File: src/design/tgac_pkg.sv
`default_nettype none

package tgac_pkg;

    localparam int SCREEN_WIDTH_DEF = 240;

    localparam int CFG_INDEX_W = 1;
    localparam int CFG_DATA_W  = 24;

    localparam logic [23:0] FONT_BASE_RESET = 24'h020000;

    localparam logic [31:0] OFS_ASC16 = 32'h0000_0000;
    localparam logic [31:0] OFS_ASC32 = 32'h0000_0806;
    localparam logic [31:0] OFS_HZK16 = 32'h0000_280C;
    localparam logic [31:0] OFS_HZK32 = 32'h0004_2652;

    localparam logic signed [15:0] GB_FIRST = 16'sh00A1;
    localparam logic signed [15:0] GB_ROW   = 16'sd94;

    typedef enum logic [CFG_INDEX_W-1:0] {
        CFG_FONT_SIZE_MODE    = 1'b0,
        CFG_FONT_BASE_ADDRESS = 1'b1
    } cfg_reg_t;

    typedef struct packed {
        logic        font_size_mode;
        logic [23:0] font_base_address;
    } font_cfg_t;

    typedef struct packed {
        logic [7:0]  text_byte;
        logic        string_start;
        logic [15:0] start_x;
        logic [15:0] start_y;
    } text_beat_t;

    typedef struct packed {
        logic [31:0] glyph_address;
        logic [7:0]  glyph_bytes;
        logic [5:0]  glyph_width;
        logic [5:0]  glyph_height;
        logic [15:0] draw_x;
        logic [15:0] draw_y;
        logic        is_wide_char;
    } glyph_beat_t;

endpackage

`default_nettype wire

File: src/design/tgac_cfg_regs.sv
`default_nettype none

module tgac_cfg_regs
    import tgac_pkg::*;
(
    input  wire logic                   clk,
    input  wire logic                   rst_n,
    input  wire logic                   cfg_valid,
    output logic                        cfg_ready,
    input  wire logic [CFG_INDEX_W-1:0] cfg_index,
    input  wire logic [CFG_DATA_W-1:0]  cfg_data,
    output font_cfg_t                   font_cfg
);

    font_cfg_t font_cfg_reg;
    font_cfg_t font_cfg_next;

    assign cfg_ready = 1'b1;
    assign font_cfg  = font_cfg_reg;

    always_comb
    begin
        font_cfg_next = font_cfg_reg;
        if (cfg_valid)
        begin
            unique case (cfg_reg_t'(cfg_index))
                CFG_FONT_SIZE_MODE:    font_cfg_next.font_size_mode    = cfg_data[0];
                CFG_FONT_BASE_ADDRESS: font_cfg_next.font_base_address = cfg_data[23:0];
            endcase
        end
    end

    always_ff @(posedge clk or negedge rst_n)
    begin
        if (!rst_n)
        begin
            font_cfg_reg.font_size_mode    <= 1'b0;
            font_cfg_reg.font_base_address <= FONT_BASE_RESET;
        end
        else
        begin
            font_cfg_reg <= font_cfg_next;
        end
    end

endmodule

`default_nettype wire

File: src/design/tgac_in_reg.sv
`default_nettype none

module tgac_in_reg
    import tgac_pkg::*;
(
    input  wire logic       clk,
    input  wire logic       rst_n,
    input  wire logic       in_valid,
    output logic            in_stall,
    input  wire text_beat_t in_beat,
    input  wire logic       advance,
    output logic            held_valid,
    output text_beat_t      held_beat
);

    logic       valid_reg;
    logic       valid_next;
    text_beat_t beat_reg;
    logic       accept;

    assign in_stall   = valid_reg && !advance;
    assign accept     = in_valid && !in_stall;
    assign held_valid = valid_reg;
    assign held_beat  = beat_reg;

    always_comb
    begin
        priority if (accept)
            valid_next = 1'b1;
        else if (advance)
            valid_next = 1'b0;
        else
            valid_next = valid_reg;
    end

    always_ff @(posedge clk or negedge rst_n)
    begin
        if (!rst_n)
            valid_reg <= 1'b0;
        else
            valid_reg <= valid_next;
    end

    always_ff @(posedge clk)
    begin
        if (accept)
            beat_reg <= in_beat;
    end

endmodule

`default_nettype wire

File: src/design/tgac_glyph_unit.sv
`default_nettype none

module tgac_glyph_unit
    import tgac_pkg::*;
#(
    parameter int SCREEN_WIDTH = SCREEN_WIDTH_DEF
)
(
    input  wire logic       clk,
    input  wire logic       rst_n,
    input  wire font_cfg_t  font_cfg,
    input  wire logic       fire,
    input  wire text_beat_t beat,
    output logic            emit,
    output glyph_beat_t     result
);

    localparam logic [15:0] SCREEN_W16 = 16'(SCREEN_WIDTH);

    logic [15:0] col_reg, col_next;
    logic [15:0] row_reg, row_next;
    logic [7:0]  held_reg, held_next;
    logic        lead_reg, lead_next;
    logic        ended_reg, ended_next;

    logic [15:0] col_eff, row_eff;
    logic        lead_eff, ended_eff;
    logic        emit_wide, emit_asc;
    logic        big;

    logic signed [15:0] lead_ofs, trail_ofs, gb_index;
    logic [31:0] index32, scaled, table_ofs;
    logic [7:0]  nbytes;
    logic [5:0]  w, h;
    logic [15:0] col_adv;
    logic        wrap;

    assign big       = font_cfg.font_size_mode;
    assign col_eff   = beat.string_start ? beat.start_x : col_reg;
    assign row_eff   = beat.string_start ? beat.start_y : row_reg;
    assign lead_eff  = beat.string_start ? 1'b0 : lead_reg;
    assign ended_eff = beat.string_start ? 1'b0 : ended_reg;

    assign emit_wide = !ended_eff && lead_eff;
    assign emit_asc  = !ended_eff && !lead_eff && (beat.text_byte != 8'd0)
                       && !beat.text_byte[7];
    assign emit      = emit_wide || emit_asc;

    // gb2312 index, kept signed so odd lead/trail values wrap as 32-bit
    assign lead_ofs  = $signed({8'd0, held_reg}) - GB_FIRST;
    assign trail_ofs = $signed({8'd0, beat.text_byte}) - GB_FIRST;
    assign gb_index  = 16'(lead_ofs * GB_ROW) + trail_ofs;
    assign index32   = emit_wide ? {{16{gb_index[15]}}, gb_index}
                                 : {24'd0, beat.text_byte};

    always_comb
    begin
        unique case ({emit_wide, big})
            2'b00:
            begin
                table_ofs = OFS_ASC16;
                scaled    = index32 << 4;
                nbytes    = 8'd16;
                w         = 6'd8;
                h         = 6'd16;
            end
            2'b01:
            begin
                table_ofs = OFS_ASC32;
                scaled    = index32 << 6;
                nbytes    = 8'd64;
                w         = 6'd16;
                h         = 6'd32;
            end
            2'b10:
            begin
                table_ofs = OFS_HZK16;
                scaled    = index32 << 5;
                nbytes    = 8'd32;
                w         = 6'd16;
                h         = 6'd16;
            end
            2'b11:
            begin
                table_ofs = OFS_HZK32;
                scaled    = index32 << 7;
                nbytes    = 8'd128;
                w         = 6'd32;
                h         = 6'd32;
            end
        endcase
    end

    assign col_adv = col_eff + {10'd0, w};
    assign wrap    = col_adv >= (SCREEN_W16 - {10'd0, w});

    always_comb
    begin
        result.glyph_address = {8'd0, font_cfg.font_base_address} + table_ofs + scaled;
        result.glyph_bytes   = nbytes;
        result.glyph_width   = w;
        result.glyph_height  = h;
        result.draw_x        = col_eff;
        result.draw_y        = row_eff;
        result.is_wide_char  = emit_wide;
    end

    always_comb
    begin
        col_next   = col_reg;
        row_next   = row_reg;
        held_next  = held_reg;
        lead_next  = lead_reg;
        ended_next = ended_reg;
        if (fire)
        begin
            col_next   = col_eff;
            row_next   = row_eff;
            lead_next  = lead_eff;
            ended_next = ended_eff;
            priority if (ended_eff)
            begin
                ended_next = 1'b1;
            end
            else if (emit)
            begin
                lead_next = 1'b0;
                col_next  = wrap ? 16'd0 : col_adv;
                row_next  = wrap ? row_eff + {10'd0, h} : row_eff;
            end
            else if (beat.text_byte == 8'd0)
            begin
                ended_next = 1'b1;
            end
            else
            begin
                held_next = beat.text_byte;
                lead_next = 1'b1;
            end
        end
    end

    always_ff @(posedge clk or negedge rst_n)
    begin
        if (!rst_n)
        begin
            col_reg   <= 16'd0;
            row_reg   <= 16'd0;
            held_reg  <= 8'd0;
            lead_reg  <= 1'b0;
            ended_reg <= 1'b1;
        end
        else
        begin
            col_reg   <= col_next;
            row_reg   <= row_next;
            held_reg  <= held_next;
            lead_reg  <= lead_next;
            ended_reg <= ended_next;
        end
    end

endmodule

`default_nettype wire

File: src/design/tgac_out_reg.sv
`default_nettype none

module tgac_out_reg
    import tgac_pkg::*;
(
    input  wire logic        clk,
    input  wire logic        rst_n,
    input  wire logic        load,
    input  wire glyph_beat_t load_beat,
    input  wire logic        out_stall,
    output logic             out_valid,
    output glyph_beat_t      out_beat,
    output logic             free
);

    logic        valid_reg;
    logic        valid_next;
    glyph_beat_t beat_reg;

    assign out_valid = valid_reg;
    assign out_beat  = beat_reg;
    assign free      = !valid_reg || !out_stall;

    always_comb
    begin
        priority if (load)
            valid_next = 1'b1;
        else if (!out_stall)
            valid_next = 1'b0;
        else
            valid_next = valid_reg;
    end

    always_ff @(posedge clk or negedge rst_n)
    begin
        if (!rst_n)
            valid_reg <= 1'b0;
        else
            valid_reg <= valid_next;
    end

    always_ff @(posedge clk)
    begin
        if (load)
            beat_reg <= load_beat;
    end

endmodule

`default_nettype wire

File: src/design/text_glyph_address_and_cursor.sv
// text glyph address and cursor unit
// text channel: text_valid / text_stall carry one text byte per beat, with
//   string_start and the start position that it loads into the cursor
// glyph channel: glyph_valid / glyph_stall carry one glyph request per beat
//   (flash address, byte count, size, screen position, wide flag)
// config channel: cfg_valid / cfg_ready, index 0 font size mode, index 1 font
//   base address; cfg_ready is always high, write only while idle
// a text beat lands in the input register; once the output register is free, one
//   pass of logic builds the request into the output register and updates the cursor
// throughput: one byte per cycle while glyph_stall stays low; lead bytes, end
//   zeros and bytes after the end give no request
// reset: cursor at 0,0, no lead byte waiting, bytes ignored until a beat with
//   string_start; size mode 16 pixels, base 0x020000
// receiver stall: the output register holds its beat, the input register
//   takes one more byte, then text_stall rises until glyph_stall drops
`default_nettype none

module text_glyph_address_and_cursor
    import tgac_pkg::*;
#(
    parameter int SCREEN_WIDTH = SCREEN_WIDTH_DEF
)
(
    input  wire logic                   clk,
    input  wire logic                   rst_n,
    input  wire logic                   text_valid,
    output logic                        text_stall,
    input  wire text_beat_t             text,
    output logic                        glyph_valid,
    input  wire logic                   glyph_stall,
    output glyph_beat_t                 glyph,
    input  wire logic                   cfg_valid,
    output logic                        cfg_ready,
    input  wire logic [CFG_INDEX_W-1:0] cfg_index,
    input  wire logic [CFG_DATA_W-1:0]  cfg_data
);

    font_cfg_t   font_cfg;
    logic        held_valid;
    text_beat_t  held_beat;
    logic        advance;
    logic        out_free;
    logic        emit;
    glyph_beat_t result;

    assign advance = held_valid && out_free;

    tgac_cfg_regs u_cfg_regs (
        .clk       (clk),
        .rst_n     (rst_n),
        .cfg_valid (cfg_valid),
        .cfg_ready (cfg_ready),
        .cfg_index (cfg_index),
        .cfg_data  (cfg_data),
        .font_cfg  (font_cfg)
    );

    tgac_in_reg u_in_reg (
        .clk        (clk),
        .rst_n      (rst_n),
        .in_valid   (text_valid),
        .in_stall   (text_stall),
        .in_beat    (text),
        .advance    (advance),
        .held_valid (held_valid),
        .held_beat  (held_beat)
    );

    tgac_glyph_unit #(
        .SCREEN_WIDTH (SCREEN_WIDTH)
    ) u_glyph_unit (
        .clk      (clk),
        .rst_n    (rst_n),
        .font_cfg (font_cfg),
        .fire     (advance),
        .beat     (held_beat),
        .emit     (emit),
        .result   (result)
    );

    tgac_out_reg u_out_reg (
        .clk       (clk),
        .rst_n     (rst_n),
        .load      (advance && emit),
        .load_beat (result),
        .out_stall (glyph_stall),
        .out_valid (glyph_valid),
        .out_beat  (glyph),
        .free      (out_free)
    );

endmodule

`default_nettype wire

File: config.mk
export PLATFORM = sky130hd
export DESIGN_NAME = text_glyph_address_and_cursor
export DESIGN_NICKNAME = d
export VERILOG_FILES = /design/src/design/tgac_pkg.sv /design/src/design/tgac_cfg_regs.sv /design/src/design/tgac_in_reg.sv /design/src/design/tgac_glyph_unit.sv /design/src/design/tgac_out_reg.sv /design/src/design/text_glyph_address_and_cursor.sv
export SDC_FILE = /design/constraint.sdc
export NUM_CORES = 1
export LEC_CHECK = 0
export ABC_AREA = 1
export BUFFER_PORTS_ARGS = -buffer_cell sky130_fd_sc_hd__buf_4
export CAP_MARGIN = 20
export CORE_MARGIN = 2
export CORE_UTILIZATION = 40
export DETAILED_ROUTE_END_ITERATION = 16
export PLACE_DENSITY = 0.67
export SLEW_MARGIN = 20
export SYNTH_ARGS = -nofsm -noshare
export SYNTH_HDL_FRONTEND = slang
export SYNTH_SLANG_ARGS = --single-unit
export TNS_END_PERCENT = 1
File: constraint.sdc
create_clock -name clk -period 7.35 [get_ports clk]
set_input_delay 1.1025 -clock clk [delete_from_list [all_inputs] [get_ports clk]]
set_output_delay 1.1025 -clock clk [all_outputs]
set_load 0.05 [all_outputs]
==> summary.md, run 1 <==
| Metric | Value |
|---|---|
| Global placement routability congestion | 0.861 |
| Most frequent cell after synthesis | nand2_1 |
| Non-filler instance count after layout | 2037 |
| DR vias | 10200 |
| Largest net degree at the start of global routing | 70 |
| Primary FF master, synth | edfxtp_1 |
| Final antenna-violating net count | 0 |
| Max frequency | 133 MHz |
| Critical path arrival | 7.74 ns |
| DRT Wirelength | 31400 µm |
| Setup crit end kind | flop |
| Initial antenna violation count | 0 |
| Max reg flops | 72 |
| Worst EP required | 7.55 ns |
| Cell Rows | 64 |
| CORE AREA | 30300 µm² |
| First-pass GRT wire length | 49500 µm |
| Clk buf depth | 2 |
| #FFs+latches synth | 182 |
| Final nets | 1828 |
| Synth top area share | 0.277 |
| Crit-path max FO | 4 |
| Netlist cell types | 52 |
| Number of DRC markers in iteration 0 | 567 |
| # diodes | 0 |
| TritonCTS clock tree | built |
| All-Layer GR Usage | 0.197 |
| Root Driver | clkbuf_16 |
| Final hold vios | 0 |
| Worst slew margin relative to its limit | 0.381 |
| Syn Inst Count | 1361 |
| Hpwl dp | 23000 µm |
| Via count of the first global-routing pass | 10100 |
| Cts hold-fix bufs | 0 |
| Inst Count DP | 1986 |
| Max Cap Violations | 0 |
| Place WS | -0.452 ns |
| Sequential area share after synthesis | 0.419 |
| Area growth, synth to finish | 30.5% |
| YS warnings | 0 |
| Synth top cells by count | 258 x nand2_1, 193 x inv_1, 113 x edfxtp_1, 101 x ha_1, 91 x o21ai_0 |
| I/O Buffers | 146 |
| Worst clock skew | 0.0196 ns |
| RSZ-0062 raised after global routing | yes |
| Crit Path Category | reg2reg |
| Skew-Pair Late Insertion Delay | 0.45 ns |
| Post-synth ARST share | 0.379 |
| Mapped cell area | 12200 µm² |
| IO Pins | 159 |
| Starting Density | 0.403 |
| H-tree depth reported by CTS | 4 |
| Synthesized area per cell | 8.99 µm² |
| Num CTS Buffers | 17 |
| Failing checks | setup timing |
| Final period util | 1.03 |
| Setup ws final | -0.193 ns |
| Number of flops mapped to enable cells by yosys | 113 |
| Critical Path Start Type | flop |
| Fin. max-slew vios | 0 |
| Hold Crit Class | reg2reg |
| DRT Pass-1 Iters | 5 |
| Cell taking the most area after synthesis | edfxtp_1 |
| Ratio of cells with drive above 1 in the final layout | 0.307 |
| Crit path largest cell delay | 0.56 ns |
| Fin Setup TNS | -1.08 ns |
| Minimum clock period | 7.54 ns |
| Die ar. | 32000 µm² |
| Number of setup violations in the final report | 9 |
| Die H | 179 µm |
| Worst path slowest cell | fa_1 |
| Remaining DRCs | 0 |
| WL/cell | 15.4 µm |
| Clk sinks | 182 |
| Vias/cell | 4.99 |
| Die W | 179 µm |
| Least-Margin Pin Slew | 0.928 ns |
| Dominant cells by area after synthesis | edfxtp_1 28%, dfrtp_1 14%, ha_1 10%, nand2_1 7.9%, inv_1 5.9% |
| Overflow after GRT | 0 |
| Status | finished, violations left |
| CTS clk-pin slew, worst paths | 0.08 ns |
critical path: cells and delay by family (launching register included):
kind	cells	cell delay (ns)
flops	1	0.39
buf+inv	10	0.99
simple gates	5	0.51
compound gates	11	1.57
fa+ha+maj	9	3.37
xor+xnor	3	0.43
path summary, 6_finish.rpt:
path,slack [ns],depth (start not counted),end,from
setup / recovery,-0.19,38,u_out_reg.out_beat[76]$_DFFE_PP_,u_glyph_unit.held_reg[1]$_DFFE_PN0P_
hold / removal,0.46,0,u_out_reg.out_beat[53]$_DFFE_PP_,u_cfg_regs.font_cfg[0]$_DFFE_PN0P_
setup reg to reg,-0.19,38,u_out_reg.out_beat[76]$_DFFE_PP_,u_glyph_unit.held_reg[1]$_DFFE_PN0P_
hold reg to reg,0.46,0,u_out_reg.out_beat[53]$_DFFE_PP_,u_cfg_regs.font_cfg[0]$_DFFE_PN0P_
max in group asynchronous,6.17,1,u_glyph_unit.row_reg[10]$_DFFE_PN0P_,rst_n
min in group asynchronous,0.66,1,u_cfg_regs.font_cfg[13]$_DFFE_PN0P_,rst_n
cells in the final DEF (no fill, tap or decap), types with 6 or more instances in the layout:
cell type	netlist	routed
buf_4	14	274
nand2_1	258	242
inv_1	193	177
edfxtp_1	113	113
o21ai_0	91	80
ha_1	101	79
nor2_1	90	78
dfrtp_1	67	67
nand3_1	66	59
a21oi_1	73	54
xor2_1	52	46
fa_1	28	28
ha_4	0	21
inv_2	6	20
nand2_2	10	19
mux2_2	18	18
nand4_1	17	17
clkbuf_16	0	17
a21oi_2	1	15
o21ai_1	10	15
or2_2	15	15
xnor2_1	16	13
conb_1	2	13
nand3_2	4	11
o21ai_2	5	11
nor2_2	1	9
nor2_4	4	8
o22ai_1	8	8
nand2_4	0	7
xor2_2	0	6
a21o_1	6	6
o211ai_1	6	6
nor3_1	10	6
inv_6	0	6
area by class of cell:
cell class	count	area, µm²
Timing Repair Buffer	279	2110
Multi-Input combinational cell	946	6870
Inverter	202	762
Clock inverter	15	178
Tap cell	396	495
Clock buffer	17	425
Fill cell	2699	14400
Sequential cell	182	5120
routing by layer:
metal	vias to the layer above	routed length [µm]	GRT usage
li1	5040	-	-
met1	4786	13600	0.248
met2	272	15500	0.338
met3	62	1430	0.0344
met4	0	883	0.0722
met5	-	0	0
through the flow:
| stage | instance area (µm²) | util | hold WS [ns] |
|---|---|---|---|
| after floorplan | 12400 | - | 0.425 |
| after global placement | 14500 | 0.479 | 0.437 |
| after detailed placement | 14500 | 0.479 | 0.439 |
| after CTS | 15600 | 0.513 | 0.457 |
| after global routing | 16000 | 0.526 | 0.468 |
| final | 16000 | 0.526 | 0.457 |
what timing repair did:
item                                    4_1_cts  5_1_grt
gates resized for setup                      64       76
endpoints found under the setup margin       15       18
setup buffers                                10        9
pin swaps                                    33       64
kinds of logic after synthesis:
group	Yosys count	share of synthesized area
AND/OR/NAND/NOR	484	0.172
buffers and inverters	244	0.0838
flip-flops	182	0.419
XOR/XNOR	68	0.0487
multiplexers	18	0.0166
other	2	0.000614
adder cells (fa/ha/maj)	129	0.149
AO/OA/AOI/OAI	234	0.111
Power of run 1 is not shown: default switching activity piles up to over one toggle a cycle in this logic, so the estimate is an artifact.
==> inputs of run 2 (changes only) <==
BUFFER_PORTS_ARGS = not set   (was -buffer_cell sky130_fd_sc_hd__buf_4)
DONT_BUFFER_PORTS = 1   (was not set)
PLACE_DENSITY = 0.6   (was 0.67)
clock period = 8.1 ns   (was 7.35 ns; I/O delays follow)
==> summary.md, run 2 (synthesized netlist as in run 1, its figures left out) <==
| Metric | Value |
|---|---|
| Status | finished clean (was finished, violations left) |
| Crit path largest cell delay | 0.58 ns (was 0.56 ns) |
| CTS clk-pin slew, worst paths | 0.07 ns (was 0.08 ns) |
| DRT Pass-1 Iters | 5 (unchanged) |
| Initial antenna violation count | 1 (was 0) |
| Largest net degree at the start of global routing | 70 (unchanged) |
| Crit-path most repeated cell | inv_1 |
| Minimum clock period | 7.74 ns (was 7.54 ns) |
| Skew-Pair Late Insertion Delay | 0.45 ns (about the same) |
| DR vias | 9225 (was 10200) |
| Inst Count DP | 1744 (was 1986) |
| Final antenna-violating net count | 0 (unchanged) |
| Fillers | 2853 (was 2699) |
| Number of DRC markers in iteration 0 | 579 (was 567) |
| Die H | 179 µm (unchanged) |
| IO Pins | 159 (unchanged) |
| Cts hold-fix bufs | 0 (unchanged) |
| Vias/cell | 5.13 (was 4.99) |
| Worst clock skew | 0.0132 ns (was 0.0196 ns) |
| Crit Reg-Reg Endpoint | u_out_reg.out_beat[78]$_DFFE_PP_ (was u_out_reg.out_beat[76]$_DFFE_PP_) |
| Max frequency | 129 MHz (was 133 MHz) |
| Worst slew margin relative to its limit | 0.355 (was 0.381) |
| Final period util | 0.956 (was 1.03) |
| Max reg flops | 72 (unchanged) |
| Fin Setup TNS | 0 ns (was -1.08 ns) |
| Final nets | 1589 (was 1828) |
| Die ar. | 32000 µm² (unchanged) |
| First-pass GRT wire length | 44400 µm (was 49500 µm) |
| Remaining DRCs | 0 (unchanged) |
| Multi-input gate area | 6620 µm² (was 6870 µm²) |
| Largest delay contributor family on the critical path | adder cells (unchanged) |
| Starting Density | 0.403 (unchanged) |
| Hold Crit Class | in2async (was reg2reg) |
| Hold_ws | 0.455 ns (was 0.457 ns) |
| Flop2flop setup slack | 0.36 ns (was -0.19 ns) |
| Die W | 179 µm (unchanged) |
| DRT Wirelength | 28700 µm (was 31400 µm) |
| Max Cap Violations | 0 (unchanged) |
| Number of setup violations in the final report | 0 (was 9) |
| Crit-path max FO | 5 (was 4) |
| Num CTS Buffers | 17 (unchanged) |
| All-Layer GR Usage | 0.178 (was 0.197) |
| Via count of the first global-routing pass | 8737 (was 10100) |
| CORE AREA | 30300 µm² (unchanged) |
| Critical path arrival | 7.94 ns (was 7.74 ns) |
| H-tree depth reported by CTS | 4 (unchanged) |
| Flip-flop and latch area | 5120 µm² (about the same) |
| Most common cell after layout, fill and taps aside | nand2_1 (was buf_4) |
| Final hold vios | 0 (unchanged) |
| # diodes | 0 (unchanged) |
| TritonCTS clock tree | built (unchanged) |
| Setup crit end kind | flop (unchanged) |
| Depth of the most critical reg-to-reg path | 41 (was 38) |
| Non-filler instance count after layout | 1798 (was 2037) |
| Fin. max-slew vios | 0 (unchanged) |
| Clk sinks | 182 (unchanged) |
| Root Driver | clkbuf_16 (unchanged) |
| Most frequent cells in the layout | 248 x nand2_1, 186 x inv_1, 113 x edfxtp_1, 84 x ha_1, 82 x nor2_1 (was 274 x buf_4, 242 x nand2_1, 177 x inv_1, 113 x edfxtp_1, 80 x o21ai_0) |
| Setup ws final | 0.360 ns (was -0.193 ns) |
| Overflow after GRT | 0 (unchanged) |
| Global placement routability congestion | 0.861 (about the same) |
| Bufs and invs on worst path | 7 (was 10) |
| WL/cell | 16.0 µm (was 15.4 µm) |
| Hpwl dp | 21200 µm (was 23000 µm) |
| Critical Path Start Type | flop (unchanged) |
| Worst EP required | 8.30 ns (was 7.55 ns) |
| Clk buf depth | 2 (unchanged) |
| Least-Margin Pin Slew | 0.969 ns (was 0.928 ns) |
| Ratio of cells with drive above 1 in the final layout | 0.165 (was 0.307) |
| Cell Rows | 64 (unchanged) |
| Place WS | -0.0831 ns (was -0.452 ns) |
| I/O Buffers | 0 (was 146) |
| Area growth, synth to finish | 13.5% (was 30.5%) |
| Crit Path Category | reg2reg (unchanged) |
| Reg2reg start | u_glyph_unit.held_reg[1]$_DFFE_PN0P_ (unchanged) |
| Worst path slowest cell | fa_1 (unchanged) |
-- run 2: per-layer routing --
| metal | track usage | share of wire | up-vias |
|---|---|---|---|
| li1 | - | - | 4570 |
| met1 | 0.236 | 0.46 | 4374 |
| met2 | 0.294 | 0.47 | 250 |
| met3 | 0.0386 | 0.049 | 29 |
| met4 | 0.0508 | 0.015 | 2 |
| met5 | 0 | 0.00056 | - |
-- run 2: layout make-up --
class,instances,share of cell area
inverters,202,0.0550
multi-input cells,946,0.477
repair buffers,40,0.0216
well taps,396,0.0357
clock inverters,15,0.0113
clock buffers,17,0.0306
flip-flops and latches,182,0.369
-- run 2: worst max-delay path by stage --
| stage | from | to | slack, ns | cells after the start |
|---|---|---|---|---|
| finish | u_glyph_unit.held_reg[1]$_DFFE_PN0P_ | u_out_reg.out_beat[78]$_DFFE_PP_ | 0.36 | 41 |
| global route | u_glyph_unit.held_reg[1]$_DFFE_PN0P_ | u_out_reg.out_beat[78]$_DFFE_PP_ | -0.13 | 43 |
| CTS | u_glyph_unit.held_reg[2]$_DFFE_PN0P_ | u_out_reg.out_beat[78]$_DFFE_PP_ | 0.02 | 41 |
| detailed placement | u_glyph_unit.held_reg[2]$_DFFE_PN0P_ | u_out_reg.out_beat[79]$_DFFE_PP_ | -0.08 | 36 |
| global placement | u_glyph_unit.held_reg[2]$_DFFE_PN0P_ | u_out_reg.out_beat[79]$_DFFE_PP_ | 0.07 | 36 |
| floorplan | u_glyph_unit.held_reg[0]$_DFFE_PN0P_ | u_out_reg.out_beat[78]$_DFFE_PP_ | 0.26 | 40 |
-- run 2: stage by stage --
stage / util / cell area (µm²)
floorplan: - / 12300
global placement: 0.416 / 12600
detailed placement: 0.416 / 12600
CTS: 0.437 / 13300
global route: 0.457 / 13900
finish: 0.457 / 13900
-- run 2: repair_timing --
action / 4_1_cts / 5_1_grt
buffers inserted: 1 / 21
hold endpoints to repair: 0 / 0
gates resized for setup: 6 / 108
setup endpoints to repair: 6 / 15
pin swaps: 2 / 41
Power of run 2 is left out for the same reason.
